--- src/rtl/drtm_pkg.sv ---
`default_nettype none
package drtm_pkg;

	// descriptor geometry
	localparam int DESC_LEN   = 128;
	localparam int LANES      = 8;
	localparam int MAX_REFS   = 4096;
	localparam int ELEM_FIELDS = 8;
	localparam int USED_LANES = (LANES < ELEM_FIELDS) ? LANES : ELEM_FIELDS;
	localparam int NUM_ROWS   = (DESC_LEN + LANES - 1) / LANES;
	localparam int LAST_CHUNK = NUM_ROWS - 1;
	localparam int ROW_W      = (NUM_ROWS > 1) ? $clog2(NUM_ROWS) : 1;

	// field widths
	localparam int ELEM_W   = 8;
	localparam int CHUNK_W  = 4;
	localparam int INDEX_W  = 12;
	localparam int POS_W    = CHUNK_W + $clog2(LANES + 1) + 1;
	localparam int SQ_W     = 2 * ELEM_W;
	localparam int SUM_W    = SQ_W + $clog2(USED_LANES + 1);
	localparam int PART_W   = 24;
	localparam int DIST_W   = 27;
	localparam int BEST_W   = 23;
	localparam int WEIGHT_W = 8;
	localparam int PROD_W   = WEIGHT_W + DIST_W;

	localparam logic [DIST_W-1:0]   NO_DIST           = DIST_W'(100000000);
	localparam logic [WEIGHT_W-1:0] BEST_WEIGHT_RST   = WEIGHT_W'(10 * 10);
	localparam logic [WEIGHT_W-1:0] SECOND_WEIGHT_RST = WEIGHT_W'(6 * 6);

	// result queue
	localparam int FIFO_DEPTH = 8;
	localparam int FIFO_AW    = $clog2(FIFO_DEPTH);
	localparam int CNT_W      = $clog2(FIFO_DEPTH + 1);

	// configuration register indexes
	localparam int CFG_IDX_W = 1;
	typedef enum logic [CFG_IDX_W-1:0] {
		REG_BEST_WEIGHT   = 1'b0,
		REG_SECOND_WEIGHT = 1'b1
	} cfg_reg_t;

	// request kinds
	localparam logic REQ_QUERY = 1'b0;
	localparam logic REQ_REF   = 1'b1;

	typedef logic [ELEM_W-1:0] elem_t;
	typedef elem_t [USED_LANES-1:0] row_t;
	typedef logic [USED_LANES-1:0] lane_mask_t;

	typedef struct packed {
		logic                req_type;
		logic [CHUNK_W-1:0]  chunk;
		logic [INDEX_W-1:0]  ref_index;
		logic                last_ref;
		elem_t               elem_0;
		elem_t               elem_1;
		elem_t               elem_2;
		elem_t               elem_3;
		elem_t               elem_4;
		elem_t               elem_5;
		elem_t               elem_6;
		elem_t               elem_7;
	} in_beat_t;

	typedef struct packed {
		logic                match_found;
		logic [INDEX_W-1:0]  best_index;
		logic [BEST_W-1:0]   best_dist;
		logic [DIST_W-1:0]   second_dist;
	} out_beat_t;

	// per-beat control traveling down the pipe
	typedef struct packed {
		logic                valid;
		logic                is_ref;
		logic                last_chunk;
		logic                last_ref;
		logic [INDEX_W-1:0]  ref_index;
	} stage_ctl_t;

	// search outcome handed to the ratio stage
	typedef struct packed {
		logic                valid;
		logic [INDEX_W-1:0]  index;
		logic [DIST_W-1:0]   best;
		logic [DIST_W-1:0]   second;
	} hit_t;

endpackage
`default_nettype wire

--- src/rtl/drtm_if.sv ---
`default_nettype none
interface drtm_in_if;
	logic               valid;
	logic               ready;
	drtm_pkg::in_beat_t data;

	modport source(output valid, output data, input ready);
	modport sink(input valid, input data, output ready);
endinterface

interface drtm_out_if;
	logic                valid;
	logic                ready;
	drtm_pkg::out_beat_t data;

	modport source(output valid, output data, input ready);
	modport sink(input valid, input data, output ready);
endinterface
`default_nettype wire

--- src/rtl/drtm_query_mem.sv ---
`default_nettype none
module drtm_query_mem (
	input  wire logic                          clk,
	input  wire logic                          wr_en,
	input  wire drtm_pkg::lane_mask_t          lane_we,
	input  wire logic                          rd_en,
	input  wire logic [drtm_pkg::ROW_W-1:0]    addr,
	input  wire drtm_pkg::row_t                wr_data,
	output      drtm_pkg::row_t                rd_data
);

	drtm_pkg::row_t mem [drtm_pkg::NUM_ROWS];

	always_ff @(posedge clk) begin
		for (int i = 0; i < drtm_pkg::USED_LANES; i++) begin
			if (wr_en && lane_we[i]) begin
				mem[addr][i] <= wr_data[i];
			end
		end
	end

	always_ff @(posedge clk) begin
		if (rd_en) begin
			rd_data <= mem[addr];
		end
	end

endmodule
`default_nettype wire

--- src/rtl/drtm_dist.sv ---
`default_nettype none
module drtm_dist (
	input  wire logic                          clk,
	input  wire logic                          arst_n,
	input  wire drtm_pkg::stage_ctl_t          ctl_s1,
	input  wire drtm_pkg::row_t                elem_s1,
	input  wire drtm_pkg::lane_mask_t          lane_ok_s1,
	input  wire drtm_pkg::row_t                qry_s1,
	output      drtm_pkg::stage_ctl_t          ctl_s2,
	output      logic [drtm_pkg::SUM_W-1:0]    sum_s2
);

	logic [drtm_pkg::SUM_W-1:0] sum;

	// sum of squared lane differences, masked lanes add nothing
	always_comb begin
		logic [drtm_pkg::ELEM_W-1:0] diff;
		logic [drtm_pkg::SQ_W-1:0]   sq;
		sum = '0;
		for (int i = 0; i < drtm_pkg::USED_LANES; i++) begin
			diff = (elem_s1[i] > qry_s1[i]) ? (elem_s1[i] - qry_s1[i])
			                                : (qry_s1[i] - elem_s1[i]);
			sq = drtm_pkg::SQ_W'(diff) * drtm_pkg::SQ_W'(diff);
			if (lane_ok_s1[i]) begin
				sum = sum + drtm_pkg::SUM_W'(sq);
			end
		end
	end

	always_ff @(posedge clk or negedge arst_n) begin
		if (!arst_n) begin
			ctl_s2 <= '0;
		end else begin
			ctl_s2 <= ctl_s1;
		end
	end

	always_ff @(posedge clk) begin
		sum_s2 <= sum;
	end

endmodule
`default_nettype wire

--- src/rtl/drtm_search.sv ---
`default_nettype none
module drtm_search (
	input  wire logic                          clk,
	input  wire logic                          arst_n,
	input  wire drtm_pkg::stage_ctl_t          ctl_s2,
	input  wire logic [drtm_pkg::SUM_W-1:0]    sum_s2,
	output      drtm_pkg::hit_t                hit_s3
);

	logic [drtm_pkg::PART_W-1:0]  partial_q, partial_n;
	logic [drtm_pkg::DIST_W-1:0]  best_q, best_n;
	logic [drtm_pkg::DIST_W-1:0]  second_q, second_n;
	logic [drtm_pkg::INDEX_W-1:0] closest_q, closest_n;
	drtm_pkg::hit_t               hit;

	always_comb begin
		logic [drtm_pkg::PART_W-1:0] acc;
		logic [drtm_pkg::DIST_W-1:0] dsq;
		acc = partial_q + drtm_pkg::PART_W'(sum_s2);
		dsq = drtm_pkg::DIST_W'(acc);
		partial_n = partial_q;
		best_n    = best_q;
		second_n  = second_q;
		closest_n = closest_q;
		hit       = '0;
		if (ctl_s2.valid) begin
			if (!ctl_s2.is_ref) begin
				partial_n = '0;
				best_n    = drtm_pkg::NO_DIST;
				second_n  = drtm_pkg::NO_DIST;
				closest_n = '0;
			end else begin
				partial_n = acc;
				if (ctl_s2.last_chunk) begin
					partial_n = '0;
					// strict compare: a tie keeps the earlier reference
					if (dsq < best_q) begin
						second_n  = best_q;
						best_n    = dsq;
						closest_n = ctl_s2.ref_index;
					end else if (dsq < second_q) begin
						second_n = dsq;
					end
					if (ctl_s2.last_ref) begin
						hit.valid  = 1'b1;
						hit.index  = closest_n;
						hit.best   = best_n;
						hit.second = second_n;
						best_n     = drtm_pkg::NO_DIST;
						second_n   = drtm_pkg::NO_DIST;
						closest_n  = '0;
					end
				end
			end
		end
	end

	always_ff @(posedge clk or negedge arst_n) begin
		if (!arst_n) begin
			partial_q <= '0;
			best_q    <= drtm_pkg::NO_DIST;
			second_q  <= drtm_pkg::NO_DIST;
			closest_q <= '0;
			hit_s3    <= '0;
		end else begin
			partial_q <= partial_n;
			best_q    <= best_n;
			second_q  <= second_n;
			closest_q <= closest_n;
			hit_s3    <= hit;
		end
	end

endmodule
`default_nettype wire

--- src/rtl/drtm_ratio.sv ---
`default_nettype none
module drtm_ratio (
	input  wire logic                           clk,
	input  wire logic                           arst_n,
	input  wire drtm_pkg::hit_t                 hit_s3,
	input  wire logic [drtm_pkg::WEIGHT_W-1:0]  best_weight,
	input  wire logic [drtm_pkg::WEIGHT_W-1:0]  second_weight,
	output      logic                           res_valid,
	output      drtm_pkg::out_beat_t            res
);

	drtm_pkg::hit_t               hit_s4;
	logic [drtm_pkg::PROD_W-1:0]  lhs_s4;
	logic [drtm_pkg::PROD_W-1:0]  rhs_s4;

	always_ff @(posedge clk or negedge arst_n) begin
		if (!arst_n) begin
			hit_s4 <= '0;
		end else begin
			hit_s4 <= hit_s3;
		end
	end

	always_ff @(posedge clk) begin
		lhs_s4 <= drtm_pkg::PROD_W'(best_weight) * drtm_pkg::PROD_W'(hit_s3.best);
		rhs_s4 <= drtm_pkg::PROD_W'(second_weight) * drtm_pkg::PROD_W'(hit_s3.second);
	end

	always_comb begin
		res_valid        = hit_s4.valid;
		res.match_found  = lhs_s4 < rhs_s4;
		res.best_index   = hit_s4.index;
		res.best_dist    = hit_s4.best[drtm_pkg::BEST_W-1:0];
		res.second_dist  = hit_s4.second;
	end

endmodule
`default_nettype wire

--- src/rtl/drtm_out_fifo.sv ---
`default_nettype none
module drtm_out_fifo (
	input  wire logic                  clk,
	input  wire logic                  arst_n,
	input  wire logic                  push,
	input  wire drtm_pkg::out_beat_t   push_data,
	drtm_out_if.source                 result
);

	drtm_pkg::out_beat_t               mem [drtm_pkg::FIFO_DEPTH];
	logic [drtm_pkg::FIFO_AW-1:0]      wr_ptr_q;
	logic [drtm_pkg::FIFO_AW-1:0]      rd_ptr_q;
	logic [drtm_pkg::CNT_W-1:0]        count_q;
	logic                              pop;

	// never overflows: the top level holds input once every slot is owed
	assign pop          = result.valid && result.ready;
	assign result.valid = (count_q != '0);
	assign result.data  = mem[rd_ptr_q];

	always_ff @(posedge clk) begin
		if (push) begin
			mem[wr_ptr_q] <= push_data;
		end
	end

	always_ff @(posedge clk or negedge arst_n) begin
		if (!arst_n) begin
			wr_ptr_q <= '0;
			rd_ptr_q <= '0;
			count_q  <= '0;
		end else begin
			if (push) begin
				wr_ptr_q <= wr_ptr_q + 1'b1;
			end
			if (pop) begin
				rd_ptr_q <= rd_ptr_q + 1'b1;
			end
			case ({push, pop})
				2'b10:   count_q <= count_q + 1'b1;
				2'b01:   count_q <= count_q - 1'b1;
				default: count_q <= count_q;
			endcase
		end
	end

endmodule
`default_nettype wire

--- src/rtl/descriptor_ratio_test_matcher.sv ---
`default_nettype none
// Nearest-neighbor ratio-test matcher. Load a 128-element query with
// req_type 0 beats (eight elements per beat, chunk 0..15); this also restarts
// the search. Then stream reference descriptors as req_type 1 beats; chunk 15
// closes a reference and, with last_ref set, produces one result beat holding
// the closest index, best and second distance, and whether
// best_weight*best < second_weight*second. One beat is taken every cycle
// while item.ready is high. The result for the beat that closes the list
// is made through a register stage, a squared-difference adder tree, the
// running search, a multiplier stage and an eight-entry result queue.
// item.ready drops only while eight results are owed and not yet delivered.
// Write best_weight / second_weight only while the block is idle.
module descriptor_ratio_test_matcher (
	input  wire logic                             clk,
	input  wire logic                             arst_n,
	input  wire logic                             cfg_we,
	input  wire logic [drtm_pkg::CFG_IDX_W-1:0]   cfg_index,
	input  wire logic [drtm_pkg::WEIGHT_W-1:0]    cfg_data,
	drtm_in_if.sink                               item,
	drtm_out_if.source                            result
);

	logic [drtm_pkg::WEIGHT_W-1:0]  best_weight_q;
	logic [drtm_pkg::WEIGHT_W-1:0]  second_weight_q;
	logic [drtm_pkg::CNT_W-1:0]     owed_q;

	logic                           accept;
	logic                           closes_list;
	logic                           out_beat;
	logic [drtm_pkg::ELEM_FIELDS-1:0][drtm_pkg::ELEM_W-1:0] all_elems;
	drtm_pkg::row_t                 in_row;
	drtm_pkg::lane_mask_t           lane_ok;
	logic [drtm_pkg::INDEX_W-1:0]   sat_index;
	logic [drtm_pkg::ROW_W-1:0]     row_addr;
	drtm_pkg::stage_ctl_t           ctl_in;

	drtm_pkg::stage_ctl_t           ctl_s1;
	drtm_pkg::row_t                 elem_s1;
	drtm_pkg::lane_mask_t           lane_ok_s1;
	drtm_pkg::row_t                 qry_s1;
	drtm_pkg::stage_ctl_t           ctl_s2;
	logic [drtm_pkg::SUM_W-1:0]     sum_s2;
	drtm_pkg::hit_t                 hit_s3;
	logic                           res_valid;
	drtm_pkg::out_beat_t            res;

	// configuration
	always_ff @(posedge clk or negedge arst_n) begin
		if (!arst_n) begin
			best_weight_q   <= drtm_pkg::BEST_WEIGHT_RST;
			second_weight_q <= drtm_pkg::SECOND_WEIGHT_RST;
		end else if (cfg_we) begin
			case (cfg_index)
				drtm_pkg::REG_BEST_WEIGHT:   best_weight_q   <= cfg_data;
				drtm_pkg::REG_SECOND_WEIGHT: second_weight_q <= cfg_data;
				default: ;
			endcase
		end
	end

	assign accept   = item.valid && item.ready;
	assign out_beat = result.valid && result.ready;

	assign all_elems = {item.data.elem_7, item.data.elem_6, item.data.elem_5,
	                    item.data.elem_4, item.data.elem_3, item.data.elem_2,
	                    item.data.elem_1, item.data.elem_0};

	always_comb begin
		logic [drtm_pkg::POS_W-1:0] pos;
		for (int i = 0; i < drtm_pkg::USED_LANES; i++) begin
			pos = drtm_pkg::POS_W'(item.data.chunk) * drtm_pkg::POS_W'(drtm_pkg::LANES)
			    + drtm_pkg::POS_W'(i);
			lane_ok[i] = (pos < drtm_pkg::POS_W'(drtm_pkg::DESC_LEN));
			in_row[i]  = all_elems[i];
		end
	end

	assign sat_index = (int'(item.data.ref_index) >= drtm_pkg::MAX_REFS)
	                 ? drtm_pkg::INDEX_W'(drtm_pkg::MAX_REFS - 1)
	                 : item.data.ref_index;
	assign row_addr  = drtm_pkg::ROW_W'(item.data.chunk);

	assign closes_list = (item.data.req_type == drtm_pkg::REQ_REF)
	                  && (int'(item.data.chunk) == drtm_pkg::LAST_CHUNK)
	                  && item.data.last_ref;

	always_comb begin
		ctl_in.valid      = accept;
		ctl_in.is_ref     = (item.data.req_type == drtm_pkg::REQ_REF);
		ctl_in.last_chunk = (int'(item.data.chunk) == drtm_pkg::LAST_CHUNK);
		ctl_in.last_ref   = item.data.last_ref;
		ctl_in.ref_index  = sat_index;
	end

	// results owed: list-closing beats accepted but not yet delivered
	assign item.ready = (owed_q < drtm_pkg::CNT_W'(drtm_pkg::FIFO_DEPTH));

	always_ff @(posedge clk or negedge arst_n) begin
		if (!arst_n) begin
			owed_q <= '0;
		end else begin
			case ({accept && closes_list, out_beat})
				2'b10:   owed_q <= owed_q + 1'b1;
				2'b01:   owed_q <= owed_q - 1'b1;
				default: owed_q <= owed_q;
			endcase
		end
	end

	// input register
	always_ff @(posedge clk or negedge arst_n) begin
		if (!arst_n) begin
			ctl_s1 <= '0;
		end else begin
			ctl_s1 <= ctl_in;
		end
	end

	always_ff @(posedge clk) begin
		elem_s1    <= in_row;
		lane_ok_s1 <= lane_ok;
	end

	drtm_query_mem u_query_mem (
		.clk     (clk),
		.wr_en   (accept && (item.data.req_type == drtm_pkg::REQ_QUERY)),
		.lane_we (lane_ok),
		.rd_en   (accept && (item.data.req_type == drtm_pkg::REQ_REF)),
		.addr    (row_addr),
		.wr_data (in_row),
		.rd_data (qry_s1)
	);

	drtm_dist u_dist (
		.clk        (clk),
		.arst_n     (arst_n),
		.ctl_s1     (ctl_s1),
		.elem_s1    (elem_s1),
		.lane_ok_s1 (lane_ok_s1),
		.qry_s1     (qry_s1),
		.ctl_s2     (ctl_s2),
		.sum_s2     (sum_s2)
	);

	drtm_search u_search (
		.clk    (clk),
		.arst_n (arst_n),
		.ctl_s2 (ctl_s2),
		.sum_s2 (sum_s2),
		.hit_s3 (hit_s3)
	);

	drtm_ratio u_ratio (
		.clk           (clk),
		.arst_n        (arst_n),
		.hit_s3        (hit_s3),
		.best_weight   (best_weight_q),
		.second_weight (second_weight_q),
		.res_valid     (res_valid),
		.res           (res)
	);

	drtm_out_fifo u_out_fifo (
		.clk       (clk),
		.arst_n    (arst_n),
		.push      (res_valid),
		.push_data (res),
		.result    (result)
	);

endmodule
`default_nettype wire
--- src/flat_wrapper.sv ---
// flat-port wrapper written by rule: the top's interface ports become plain ports
module descriptor_ratio_test_matcher_flat 
  (clk, arst_n, cfg_we, cfg_index, cfg_data, item_valid, item_data, item_ready, result_valid, result_data, result_ready);
  drtm_in_if item_i ();
  drtm_out_if result_i ();
  input  wire logic clk;
  input  wire logic arst_n;
  input  wire logic cfg_we;
  input  wire logic [drtm_pkg::CFG_IDX_W-1:0] cfg_index;
  input  wire logic [drtm_pkg::WEIGHT_W-1:0] cfg_data;
  input wire logic [$bits(item_i.valid)-1:0] item_valid;
  input wire logic [$bits(item_i.data)-1:0] item_data;
  output wire logic [$bits(item_i.ready)-1:0] item_ready;
  output wire logic [$bits(result_i.valid)-1:0] result_valid;
  output wire logic [$bits(result_i.data)-1:0] result_data;
  input wire logic [$bits(result_i.ready)-1:0] result_ready;
  assign item_i.valid = item_valid;
  assign item_i.data = item_data;
  assign item_ready = item_i.ready;
  assign result_valid = result_i.valid;
  assign result_data = result_i.data;
  assign result_i.ready = result_ready;
  descriptor_ratio_test_matcher u_core (.clk(clk), .arst_n(arst_n), .cfg_we(cfg_we), .cfg_index(cfg_index), .cfg_data(cfg_data), .item(item_i), .result(result_i));
endmodule
--- config.mk ---
export PLATFORM = sky130hd
export DESIGN_NAME = descriptor_ratio_test_matcher_flat
export DESIGN_NICKNAME = d
export VERILOG_FILES = /design/src/rtl/drtm_pkg.sv /design/src/rtl/drtm_if.sv /design/src/rtl/drtm_query_mem.sv /design/src/rtl/drtm_dist.sv /design/src/rtl/drtm_search.sv /design/src/rtl/drtm_ratio.sv /design/src/rtl/drtm_out_fifo.sv /design/src/rtl/descriptor_ratio_test_matcher.sv /design/src/flat_wrapper.sv
export SDC_FILE = /design/constraint.sdc
export NUM_CORES = 2
export LEC_CHECK = 0
export BUFFER_PORTS_ARGS = -buffer_cell sky130_fd_sc_hd__buf_2
export CORE_ASPECT_RATIO = 2
export CORE_MARGIN = 10
export CORE_UTILIZATION = 40
export CTS_BUF_LIST = sky130_fd_sc_hd__clkbuf_8
export CTS_CLUSTER_DIAMETER = 40
export CTS_CLUSTER_SIZE = 25
export DETAILED_ROUTE_END_ITERATION = 10
export PLACE_DENSITY = 0.69
export SYNTH_ARGS = -nofsm -noshare
export SYNTH_HDL_FRONTEND = slang
export SYNTH_SLANG_ARGS = --single-unit
--- constraint.sdc ---
create_clock -name clk -period 23.6 [get_ports clk]
set_clock_uncertainty 0.2 [all_clocks]
set_input_delay 4.72 -clock clk [delete_from_list [all_inputs] [get_ports clk]]
set_output_delay 4.72 -clock clk [all_outputs]
set_load 0.005 [all_outputs]
## Yosys cells after proc, flatten, opt, wreduce, memory -nomap -nowiden

Memories as Yosys holds them, arrays and structs flattened. A register that Yosys moved wholly into a read port is not among the register bits.
Cells that the tools add are included.
W data, S select, Z words.

| word-level totals | value |
|---|---|
| flip-flop bits (word level) | 444 |
| RAM bits | 1528 |
| input port bits | 96 |
| word-level logic and storage cells | 193 |
| memories kept | 2 |

Memory list:

| name | words | width | read ports | clocked after Yosys merged registers in | write ports | RTL line | source |
|---|---|---|---|---|---|---|---|
| u_core.u_query_mem.mem | 16 | 64 | 1 | 1 | 1 | drtm_query_mem.sv:12 | `drtm_pkg::row_t mem [drtm_pkg::NUM_ROWS];` |
| u_core.u_out_fifo.mem | 8 | 63 | 1 | 0 | 1 | drtm_out_fifo.sv:10 | `drtm_pkg::out_beat_t mem [drtm_pkg::FIFO_DEPTH];` |

| operators by class | value |
|---|---|
| add/sub/neg operators | 37 |
| $mul | 10 |
| magnitude comparators | 20 |
| equality and inequality tests | 6 |
| mux-type cells | 55 |
| bitwise gates (word level) | 2 |
| reduce and logical (&&, ||, !) cells | 21 |

Operators with widths:

| cell | count |
|---|---|
| $mux W67 | 4 |
| $mux W27 | 9 |
| $add A20 B16 Y20 | 7 |
| $mux W20 | 7 |
| $mul A8 B8 Y16 | 8 |
| $sub A8 B8 Y8 | 16 |
| $mul A8 B27 Y35 | 2 |
| $gt A8 B8 Y1 | 8 |
| $mux W8 | 8 |
| $lt A9 B8 Y1 const B | 7 |
| $lt A24 B27 Y1 | 2 |
| $mux W12 | 4 |
| $mux W24 | 2 |
| $lt A35 B35 Y1 | 1 |
| $add A7 B3 Y8 const B | 4 |
| $add A24 B20 Y24 | 1 |
| $mux W1 | 18 |
| $add A7 B2 Y8 const B | 2 |
| $mux W16 | 1 |
| $pmux W4 S2 | 2 |
| $logic_and A1 B1 Y1 | 15 |
| $add A4 B1 Y4 const B | 2 |
| $add A7 B1 Y8 const B | 1 |
| $lt A7 B8 Y1 const B | 1 |
| 11 further kinds | 19 |

## Depth between registers and ports, before layout

| logic depth | value |
|---|---|
| word-level depth | 18 |
| gate-level depth with buffers | 100 |

## Modules after synthesis

Synthesis repeated with hierarchy kept, for this count alone.

| unflattened totals | value |
|---|---|
| cells, all modules | 8455 |
| area total of the unflattened synthesis | 113632.7 um2 |

By module, submodules not included:

| module | times used | cells an instance | area an instance (um2) | seq. area each (um2) |
|---|---|---|---|---|
| drtm_query_mem | 1 | 1793 | 40706.5 | 32671.3 |
| drtm_dist | 1 | 3038 | 24876.4 | 800.8 |
| drtm_out_fifo | 1 | 783 | 19466.2 | 15384.8 |
| drtm_ratio | 1 | 1814 | 17311.6 | 2977.9 |
| drtm_search | 1 | 882 | 8699.6 | 3958.8 |
| descriptor_ratio_test_matcher | 1 | 145 | 2572.5 | 2188.3 |

## Worst setup path after synthesis

No wires, ideal clock.

| path | value |
|---|---|
| path kind | register -> register |
| start point | reg u_core.u_query_mem.rd_data[5] (netlist bit), read port of u_core.u_query_mem.mem |
| end point | reg u_core.u_dist.sum_s2[19] (netlist bit) |
| arrival | 24771 ps |
| data required time | 23282 ps |
| path slack | -1489 ps |
| cell stages (with the launch flop) | 96 |
| period minus slack after synthesis | 25089 ps |
| cell sequence | edfxtp_1 -> inv_1 -> ha_1 -> clkbuf_1 -> a21oi_1 -> nor2b_1 -> o21ai_0 -> o21ai_0 -> o22ai_1 -> mux2i_1 -> xor2_1 -> nor2_1 -> xor2_1 -> ha_1 -> a21oi_1 -> fa_1 -> inv_1 -> ha_1 -> (+60 left out) -> xor2_1 -> fa_1 -> inv_1 -> fa_1 -> fa_1 -> fa_1 -> ha_1 -> o21a_1 -> o31a_1 -> o21bai_1 -> a21boi_0 -> o21a_1 -> o21a_1 -> o41ai_1 -> a21oi_1 -> nor4bb_1 -> or3_1 -> xnor2_1 |

| on the way | value |
|---|---|
| cells in the longest elaborated chain, start to end | 18 |
| elaborated cells between the ends (all ways) | 20 |
| classes of those cells | add/sub: 9; mul: 1; order compare: 1; mux: 9 |

RTL lines:

| item | RTL line | source |
|---|---|---|
| start: declaration | drtm_query_mem.sv:9 | `output drtm_pkg::row_t rd_data` |
| $sub A8 B8 Y8 (tied with other cells) | drtm_dist.sv:22 | `: (qry_s1[i] - elem_s1[i]);` |
| $mux W8 (*) | drtm_dist.sv:21 | `diff = (elem_s1[i] > qry_s1[i]) ? (elem_s1[i] - qry_s1[i])` |
| $mul A8 B8 Y16 (*) | drtm_dist.sv:23 | `sq = drtm_pkg::SQ_W'(diff) * drtm_pkg::SQ_W'(diff);` |
| $mux W16 (*) | drtm_dist.sv:24 | `if (lane_ok_s1[i]) begin` |
| $add A20 B16 Y20 | drtm_dist.sv:25 | `sum = sum + drtm_pkg::SUM_W'(sq);` |
| $mux W20 (*) | drtm_dist.sv:24 |  |
| $add A20 B16 Y20 | drtm_dist.sv:25 |  |
| $mux W20 (*) | drtm_dist.sv:24 |  |
| (+3 left out) | n/a |  |
| $mux W20 (*) | drtm_dist.sv:24 |  |
| $add A20 B16 Y20 | drtm_dist.sv:25 |  |
| $mux W20 (*) | drtm_dist.sv:24 |  |
| $add A20 B16 Y20 | drtm_dist.sv:25 |  |
| $mux W20 (*) | drtm_dist.sv:24 |  |
| $add A20 B16 Y20 | drtm_dist.sv:25 |  |
| $mux W20 (*) | drtm_dist.sv:24 |  |
| named net u_core.u_dist.sum (one bit) | drtm_dist.sv:13 | `logic [drtm_pkg::SUM_W-1:0] sum;` |
| end signal: assignment | drtm_dist.sv:39 | `sum_s2 <= sum;` |
| end: declaration | drtm_dist.sv:10 | `output logic [drtm_pkg::SUM_W-1:0] sum_s2` |

Mark *: on every way through the listed nets, which the timed path passes. The rest lies on a longest branch.
A chain may end at the register's enable or synchronous reset.

## Final worst setup path

| path | value |
|---|---|
| start point | reg u_core.u_query_mem.rd_data[0] (netlist bit), read port of u_core.u_query_mem.mem |
| end point | reg u_core.u_dist.sum_s2[19] (netlist bit) |

The elaborated chain is that of the path after synthesis.

==> flow_summary.ini <==
[status]
status = finished with violations
violations = negative setup slack

[placed_design]
place_ws_ns = -1.62
globalplace.congestion = 0.874
dp.final_hpwl_um = 176000
io_buffers = 160

[sta]
rsz0062_at_grt = yes
tightest_slew_ns = 1.36
slew-limit-headroom_pct = 9.61
hold_viol = 0
finalCriticalPeriod_ns = 24.47
post-route-worst-setup-slack_ns = -0.869
setup_viol = 7
drv_slew = 0
timing.fmax_mhz = 40.9
timing.final.crit_share_pct = 104

[clocking]
htreeDepth = 4
root_buffer = clkbuf_8
clock_path_buffers = 4
path_clk_slew_ns = 0.11
clock_sinks = 2028
cts_tree = yes
cts_buffers = 157
clock_latency_ns = 0.98

[routing]
route.detailed.vias_per_inst = 5.26
dr.pass1.iters = 7
num_vias = 61572
totalWireLength_um = 249000
ant_nets = 0
post-route-drc-count = 0
drt_iter0_drc = 3745
routedWlPerCell_um = 21.3

[yosys]
synth_compound_area_share_pct = 4.89
ys_types = 86
synthMuxAreaShare_pct = 11.0
synth.avg_cell_area_um2 = 14.4
syn_inst = 7600
synth_edf_count = 1592
synth_ff_type = edfxtp_1
synthArstFlopShare_pct = 13.9
synth_warnings = 0
synth_fa_ha_area_share_pct = 18.6
ys_ff_latch = 2028
synthXorXnorAreaFrac_pct = 2.15
synth_area_um2 = 109000
synth_simple_gate_area_share_pct = 5.64
ys_seq_area_share_pct = 53.1
synth_top_family_by_area = adder cells

[min_path]
hold_start = u_core.ctl_s1[14]
min_path_type = reg -> reg

[worst_setup_path]
rrSetupSlack_ns = -0.87
cp.buffers_inverters = 24
critical_path_required_ns = 24.22
cp_common_cell = fa_1
cp-startpoint = u_core.u_query_mem.rd_data[0]
start_kind = flop
worstPathMaxFanout = 6
crit_path_end_kind = flop
worstPathArrival_ns = 25.09
r2r-start = u_core.u_query_mem.rd_data[0]
critPathTopFamily = adder cells
slowest_delay_ns = 0.57
path_class = reg -> reg
slowest_stage = fa_1

[floorplanning]
initial_core_util_pct = 40.1
die_y_um = 759
fp-row-count = 271
coreArea_um2 = 272000
die-area_um2 = 295000
dieWidth_um = 389
ios = 161

[layout]
multi_input_area_um2 = 47100
area_delta_synth_final_pct = 10.4
drive_gt1_share_pct = 18.7
layout.nets = 9356
fillers = 24014
ff_latch_area_um2 = 58000
fin_util_pct = 44.3

[global_route]
grt_max_degree = 93
grt_antenna_before_repair = 28
grt.overflow.total = 0
grt_pass1_vias = 68092
grt_pass1_wl_um = 387000
grt_usage_pct = 16.8

[job]
cap_violations = 0
[flip-flops by register name, indices dropped and copies added, names as in the netlist, 27 cells and up]
name and cells:
u_core.u_ratio.lhs_s4 35, u_core.u_ratio.res 62, u_core.u_query_mem.mem 1024, u_core.u_search.hit_s3 67, u_core.elem_s1 64, u_core.u_ratio.rhs_s4 35
u_core.u_search.second_q 27, u_core.u_query_mem.rd_data 64, u_core.u_search.best_q 27, u_core.u_out_fifo.mem 504
[per-stage QoR]
| step | hold slack [ns] | cells | setup TNS, ns | instance area (um^2) |
|---|---|---|---|---|
| 2_1_floorplan | 0.131 | 7602 | -0.304 | 109000 |
| 3_3_place_gp | 0.133 | 11367 | -5.82 | 116000 |
| 3_5_place_dp | 0.136 | 11368 | -9.92 | 116000 |
| 4_1_cts | 0.137 | 11669 | -4.28 | 120000 |
| 5_1_grt | 0.143 | 11687 | -12.86 | 120000 |
| 6_report | 0.135 | 11698 | -3.34 | 120000 |
[synthesized netlist by cell type, types with 31 or more instances]
cell type	instances	area share, %
dfxtp_1	154	2.8
mux4_2	446	9.2
and2_1	218	1.2
or2_2	42	0.24
xnor2_1	184	1.5
o21a_1	35	0.24
dfrtp_1	253	5.8
fa_1	618	11
o21ai_0	135	0.62
a21o_1	121	0.83
clkbuf_1	176	0.61
a21oi_1	238	1.1
mux2i_1	82	0.75
a22o_1	34	0.27
edfxtp_1	1592	44
xor2_1	79	0.63
a211oi_1	31	0.21
ha_1	637	7.3
nor2_1	349	1.2
inv_1	1113	3.8
nor3_1	46	0.21
nand2_1	382	1.3
o21bai_1	44	0.30
nand2b_1	77	0.44
mux2_2	97	1.0
nor2b_1	55	0.32
nand4_1	37	0.21
[repair_timing]
action / CTS / global route
pin swaps: 46 / 30
endpoints found under the setup margin: 13 / 14
gates cloned: 0 / 0
hold buffers: 0 / 0
gates resized for setup: 60 / 28
setup buffers: 23 / 6
[cell type report]
cell class                 count  area share [%]
sequential                  2028            48.1
multi-input combinational   4247            39.1
tap                         3549            3.69
inverter                    1115            3.48
timing repair buffer         456            2.55
clock buffer                 161            1.84
clock inverter               119            1.23
antenna                       23          0.0478
[cell families after synthesis]
kind of cell               Yosys count
DFF                               2028
buffers and inverters             1327
and+or+nand+nor                   1287
adders and majority gates         1255
AOI/OAI and AO/OA                  812
muxes                              625
xor gates and xnor gates           265
other                                1
[metal layers]
| metal | global-route usage [%] | share of wire [%] |
|---|---|---|
| met3 | 1.98 | 3.7 |
| met5 | 0 | 0.059 |
| met1 | 17.3 | 35 |
| met4 | 7.11 | 4.5 |
| met2 | 33.6 | 57 |
[final timing paths]
| check | to | depth (start not counted) |
|---|---|---|
| setup / recovery | u_core.u_dist.sum_s2[19] | 95 |
| hold / removal | u_core.u_dist.ctl_s2[14] | 0 |
| setup reg to reg | u_core.u_dist.sum_s2[19] | 95 |
| hold reg to reg | u_core.u_dist.ctl_s2[14] | 0 |
| max in group asynchronous | u_core.u_search.hit_s3[16] | 3 |
| min in group asynchronous | u_core.ctl_s1[0] | 1 |
[placed cells by master, fill, tap and decap left out, types with 76 or more instances in the layout]
| master | synthesis | final |
|---|---|---|
| a21oi_1 | 238 | 222 |
| buf_4 | 0 | 294 |
| nor2_1 | 349 | 323 |
| edfxtp_1 | 1592 | 1592 |
| ha_1 | 637 | 613 |
| mux2_2 | 97 | 97 |
| and2_1 | 218 | 217 |
| xnor2_1 | 184 | 169 |
| mux2i_1 | 82 | 78 |
| o21ai_0 | 135 | 127 |
| clkbuf_8 | 0 | 161 |
| a21o_1 | 121 | 121 |
| dfxtp_1 | 154 | 153 |
| fa_1 | 618 | 617 |
| nand2_1 | 382 | 379 |
| buf_2 | 8 | 156 |
| mux4_2 | 446 | 446 |
| dfrtp_1 | 253 | 250 |
| nand2b_1 | 77 | 76 |
| inv_1 | 1113 | 1098 |
Power is left out: the tool's default activity adds up to more than one toggle a clock period on the data nets, which glitch-free logic cannot reach.
